### src/hw/rtl/hkbl_pkg.sv
`timescale 1ns / 1ps
package hkbl_pkg;

   localparam int IndexDepth  = 2048;
   localparam int RecordDepth = 4096;
   localparam int IdxW        = $clog2(IndexDepth);
   localparam int RecW        = $clog2(RecordDepth);
   localparam int BoundW      = 13;
   localparam int SlotW       = 12;
   localparam int KeyW        = 160;

   localparam logic [1:0] CMD_LOAD_BOUND  = 2'd0;
   localparam logic [1:0] CMD_LOAD_RECORD = 2'd1;
   localparam logic [1:0] CMD_LOOKUP      = 2'd2;

   localparam logic [31:0] DIVISOR_RESET = 32'd524288;

   typedef struct packed {
      logic [1:0]  cmd;
      logic [11:0] slot;
      logic [12:0] bound_value;
      logic [31:0] key_top;
      logic [63:0] key_mid;
      logic [63:0] key_low;
      logic [31:0] record_id;
   } req_type;

   typedef struct packed {
      logic        found;
      logic [31:0] doc_id;
   } rsp_type;

   // controller to datapath
   typedef struct packed {
      logic capture;    // latch request, start divider
      logic div_step;   // one quotient bit
      logic rd_lo;      // read lower bound
      logic rd_hi;      // read upper bound
      logic set_range;  // register upper bound, start scan
      logic rd_rec;     // read record at scan pointer
      logic cmp;        // compare fetched record, advance pointer
      logic load_rsp;   // drive result into output register
   } cmd_type;

   // datapath to controller
   typedef struct packed {
      logic div_done;
      logic range_end;  // pointer has reached upper bound
      logic hit;        // fetched record matches
   } sts_type;

endpackage

### src/hw/rtl/hkbl_ctrl.sv
`timescale 1ns / 1ps
module hkbl_ctrl (
   input  logic              clock,
   input  logic              reset,
   input  logic              req_fire,
   input  logic [1:0]        req_cmd,
   input  logic              rsp_busy,
   input  hkbl_pkg::sts_type sts,
   output hkbl_pkg::cmd_type ctl,
   output logic              idle
);

   localparam logic [2:0] S_IDLE = 3'd0;
   localparam logic [2:0] S_DIV  = 3'd1;
   localparam logic [2:0] S_LO   = 3'd2;
   localparam logic [2:0] S_HI   = 3'd3;
   localparam logic [2:0] S_RNG  = 3'd4;
   localparam logic [2:0] S_FET  = 3'd5;
   localparam logic [2:0] S_CMP  = 3'd6;
   localparam logic [2:0] S_OUT  = 3'd7;

   logic [2:0] state_ff, state_in;

   always_comb begin
      state_in = state_ff;
      ctl      = '0;
      case (state_ff)
         S_IDLE: begin
            if (req_fire && req_cmd == hkbl_pkg::CMD_LOOKUP) begin
               ctl.capture = 1'b1;
               state_in    = S_DIV;
            end
         end
         S_DIV: begin
            if (sts.div_done) begin
               state_in = S_LO;
            end else begin
               ctl.div_step = 1'b1;
            end
         end
         S_LO: begin
            ctl.rd_lo = 1'b1;
            state_in  = S_HI;
         end
         S_HI: begin
            ctl.rd_hi = 1'b1;
            state_in  = S_RNG;
         end
         S_RNG: begin
            ctl.set_range = 1'b1;
            state_in      = S_FET;
         end
         S_FET: begin
            if (sts.range_end) begin
               state_in = S_OUT;
            end else begin
               ctl.rd_rec = 1'b1;
               state_in   = S_CMP;
            end
         end
         S_CMP: begin
            if (sts.hit) begin
               state_in = S_OUT;
            end else begin
               ctl.cmp  = 1'b1;
               state_in = S_FET;
            end
         end
         S_OUT: begin
            // miss: the fetched record may still be stale, forced to no hit at the output register
            if (!rsp_busy) begin
               ctl.load_rsp = 1'b1;
               state_in     = S_IDLE;
            end
         end
         default: begin
            state_in = S_IDLE;
         end
      endcase
   end

   always_ff @(posedge clock) begin
      if (reset) begin
         state_ff <= S_IDLE;
      end else begin
         state_ff <= state_in;
      end
   end

   assign idle = (state_ff == S_IDLE);

endmodule

### config.mk
export PLATFORM = sky130hd
export DESIGN_NAME = hkbl_ctrl
export DESIGN_NICKNAME = d
export VERILOG_FILES = /design/src/hw/rtl/hkbl_pkg.sv /design/src/hw/rtl/hkbl_ctrl.sv
export SDC_FILE = /design/constraint.sdc
export NUM_CORES = 1
export LEC_CHECK = 0
export BUFFER_PORTS_ARGS = -buffer_cell sky130_fd_sc_hd__buf_2
export CELL_PAD_IN_SITES_DETAIL_PLACEMENT = 2
export CELL_PAD_IN_SITES_GLOBAL_PLACEMENT = 2
export CORE_MARGIN = 5
export CORE_UTILIZATION = 17
export DETAILED_ROUTE_END_ITERATION = 10
export PLACE_DENSITY = 0.69
export SLEW_MARGIN = 5
export SYNTH_ARGS = -nofsm -noshare
export SYNTH_HDL_FRONTEND = slang
export SYNTH_SLANG_ARGS = --single-unit
### constraint.sdc
create_clock -name clock -period 1.5 [get_ports clock]
set_input_delay 0.45 -clock clock [delete_from_list [all_inputs] [get_ports clock]]
set_output_delay 0.45 -clock clock [all_outputs]
set_load 0.02 [all_outputs]
* Word level (Yosys, flattened, before mapping) *
Cells that the tools add are included.
W data, S select, Z words.

cells by class
  eq/ne operators = 11
  muxes and demuxes = 19
  reduce and logical (&&, ||, !) cells = 3

operators with widths
  cell                  number
  $pmux W3 S8           1
  $mux W1               14
  $eq A3 B3 Y1 const B  4
  $mux W3               3
  $eq A3 B2 Y1 const B  2
  $ne A2 B2 Y1 const B  2
  $eq A3 B1 Y1 const B  1
  $logic_not A3 Y1      1
  $reduce_and A3 Y1     1
  $eq A2 B2 Y1 const B  1
  $mux W2               1
  $ne A2 B1 Y1 const B  1
  $logic_and A1 B1 Y1   1

storage, ports and cells
  input bits = 9
  register bits = 3
  output and inout port bits = 9

* Longest topological paths before layout *
  depth after elaboration = 4
  depth in mapped cells = 4
  gate-level depth less buffers = 3

* Least setup slack after synthesis *
No wires, ideal clock.

  path type = flip-flop to output port
  start = register state_ff[1]
  end = output ctl[7] (netlist name)
  arrival = 1.614 ns
  path buffers = 1
  setup slack = -0.564 ns
  data required time = 1.050 ns
  stages on the path, launching flop included = 4
  cell sequence = dfxtp_1 -> buf_2 -> nor3_1 -> nor3b_1

RTL lines
  what                      RTL line         text
  start: declaration        hkbl_ctrl.sv:22  logic [2:0] state_ff, state_in;
  start signal: assignment  hkbl_ctrl.sv:86  state_ff <= state_in;
  end: declaration          hkbl_ctrl.sv:9   output hkbl_pkg::cmd_type ctl,

==> run_results.csv <==
group,metric,value,unit
synth,async_flop_share,0,%
power_and_ir_drop,power.leakage,0.2359,nW
floorplan,die_area,2237,sq um
synth,synth.yosys.seq_area_share,25.40,%
layout,register_area,71.32,sq um
drt,via_count,344,
sta,clock_skew,0.0004925,ns
critical_path,crit_family,"flip-flops",
sta,whs,0.4297,ns
layout,syn2layout_area_growth,125.9,%
sta,slew_headroom,83.52,%
layout,top_regs,"state_ff x3",
layout,drive_gt1_share,74.14,%
power_and_ir_drop,power.density,746.8,nW/um^2
synth,postSynth.topFlopCell,"dfxtp_1",
synth,synth_common_cells,"nor3_1, dfxtp_1, nand2_1, nor2_1, nand2b_1",
synth,synth_top_area_cell,"dfxtp_1",
placed_design,place_congestion,0.6898,
grt,gr-total-overflow,0,
critical_path,path_buf_inv,2,
sta,setup_viol,7,
synth,ys_ff_latch,3,
critical_path,worstPathMaxFanout,6,
sta,min_period,1.609,ns
critical_path,path_class,"reg2out",
layout,n_antenna_cell,0,
outcome,run_status,"finished, violations left",
critical_path,worstPathArrival,1.16,ns
cts,cts_tree,"built",
power_and_ir_drop,internal_power,278.8,uW
hold_path,hold_path.class,"in2reg",
layout,fillerInstances,158,
sta,worst_slew_pin_slew,0.2469,ns
critical_path,slowest_delay,0.38,ns
power_and_ir_drop,ir_drop,0.2156,mV
drt,drt_iter0_drc,2,
floorplan,core-area,1301,sq um
critical_path,slowest_stage,"dfxtp_4",
sta,clock.fmax,621.4,MHz
drt,wl,1.110,mm
drt,post_drt_wl_per_cell,15.21,um
synth,synthMostInstantiatedCell,"nor3_1",
placed_design,place_hpwl,713.7,um
sta,slew_viol_final,0,
grt,grt_max_degree,9,
cts,cts.sinks,3,
synth,avgSynthCellArea,8.154,sq um
synth,ys.warnings.count,0,
synth,synth_cell_types,19,
power_and_ir_drop,net-switching-power,120.2,uW
power_and_ir_drop,switching_share,30.12,%
drt,final_antenna_net_count,0,
synth,synth_cells,29,
power_and_ir_drop,p_comb_share,38.9,%
flow_run,cap_violations,0,
synth,synth-edff-count,0,
synth,synth_area_leaders,"dfxtp_1, nor3_1, a311oi_2",
layout,largest_reg_flops,3,
power_and_ir_drop,p_seq_share,26.2,%
grt,grt_pass1_vias,369,
floorplan,die_w,47.30,um
sta,fin_crit_sh,107.3,%
grt,antenna_found_initial,0,
outcome,violations,"setup timing",
cts,clock_tree.buffer_depth,2,
drt,routed_via_density,4.712,
sta,finalHoldViolations,0,
critical_path,cp.required,1.05,ns
floorplan,start_util,18.17,%
cts,clk_pin_slew,0.04,ns
synth,synth.cell_area,236.5,sq um
floorplan,rows,13,
layout,regMostFlops,"state_ff",
critical_path,path_cells,"inv_1 -> nor3_2 -> buf_4",
sta,rsz0062_at_grt,"true",
cts,cts_root_buffer,"clkbuf_4",
sta,worst_slack,-0.1093,ns
drt,drc,0,
cts,clock_latency,0.23,ns
placed_design,port_buffers,17,
cts,cts_max_level,1,
floorplan,die_h,47.30,um
critical_path,cp-end-kind,"output port",
grt,grt_use_total,9.908,%
floorplan,pin_count,18,
power_and_ir_drop,clkPwrFrac,34.9,%
synth,synth_top_area_share,25.40,%
layout,multiInputGateArea,205.2,sq um
cts,cts_buffers,3,
grt,grt_pass1_wl,1.511,mm
drt,dr.pass1.iters,3,
layout,final_nets,68,
power_and_ir_drop,total_power,399.0,uW
critical_path,cp-start-kind,"flop",
synth,syn-num-nets,38,
-- logic make-up after synthesis --
logic type	synth area share, %
AND/OR/NAND/NOR	42.33
AO/OA/AOI/OAI	23.81
flip-flops	25.40
buffers and inverters	8.462
-- metal layers --
layer	routed length [um]	GRT usage, %
met4	0	6.630
met3	45	0.3831
met1	383	10.09
met5	0	0
met2	680	18.98
-- layout make-up --
class	instances	share of cell area (%)
timing repair buffer	27	39.11
multi-input combinational	23	38.41
sequential	3	13.35
tap	15	3.513
clock buffer	4	4.918
inverter	1	0.7026
-- path summary, 6_finish.rpt --
kind                             startpoint           to  slack [ns]  cells past startpoint
worst max-delay path            state_ff[2]       ctl[0]       -0.11                      3
worst min register to register  state_ff[0]  state_ff[0]        0.53                      1
worst max register to register  state_ff[2]  state_ff[0]        0.18                      5
worst min-delay path                  reset  state_ff[0]        0.43                      2
-- power by group through the flow --
stage          clock network (mW)  logic (mW)  registers (mW)
2_1_floorplan                   0      0.0659          0.0939
3_3_place_gp                    0       0.104           0.101
3_5_place_dp                    0       0.106           0.101
4_1_cts                     0.146       0.128           0.102
5_1_grt                     0.147       0.165           0.106
6_report                    0.139       0.155           0.104
-- stage by stage --
step | area (sq um) | setup slack [ns] | utilization (%) | TNS (ns) | instances
2_1_floorplan | 264.0 | -0.1309 | - | -0.1309 | 29
3_3_place_gp | 381.6 | 0.03052 | 29.33 | 0 | 63
3_5_place_dp | 381.6 | 0.04453 | 29.33 | 0 | 63
4_1_cts | 488.0 | -0.1043 | 37.50 | -0.4627 | 70
5_1_grt | 534.3 | -0.1764 | 41.06 | -0.9591 | 73
6_report | 534.3 | -0.1093 | 41.06 | -0.5524 | 73
-- layout by cell type (no fill, tap or decap), types with 2 or more instances in the layout --
master,count
buf_4,12
dfxtp_4,3
clkbuf_4,3
buf_6,7
nor3_2,2
buf_2,8
nand2_1,2
nor2_1,3
-- timing repair --
| item | in CTS | in global routing |
|---|---|---|
| hold buffers | 0 | 0 |
| gates resized for setup | 20 | 6 |
| endpoints found under the setup margin | 9 | 9 |
| pin swaps | 2 | 0 |
| setup buffers | 3 | 3 |
No activity file was read; power rests on OpenSTA's default activity.
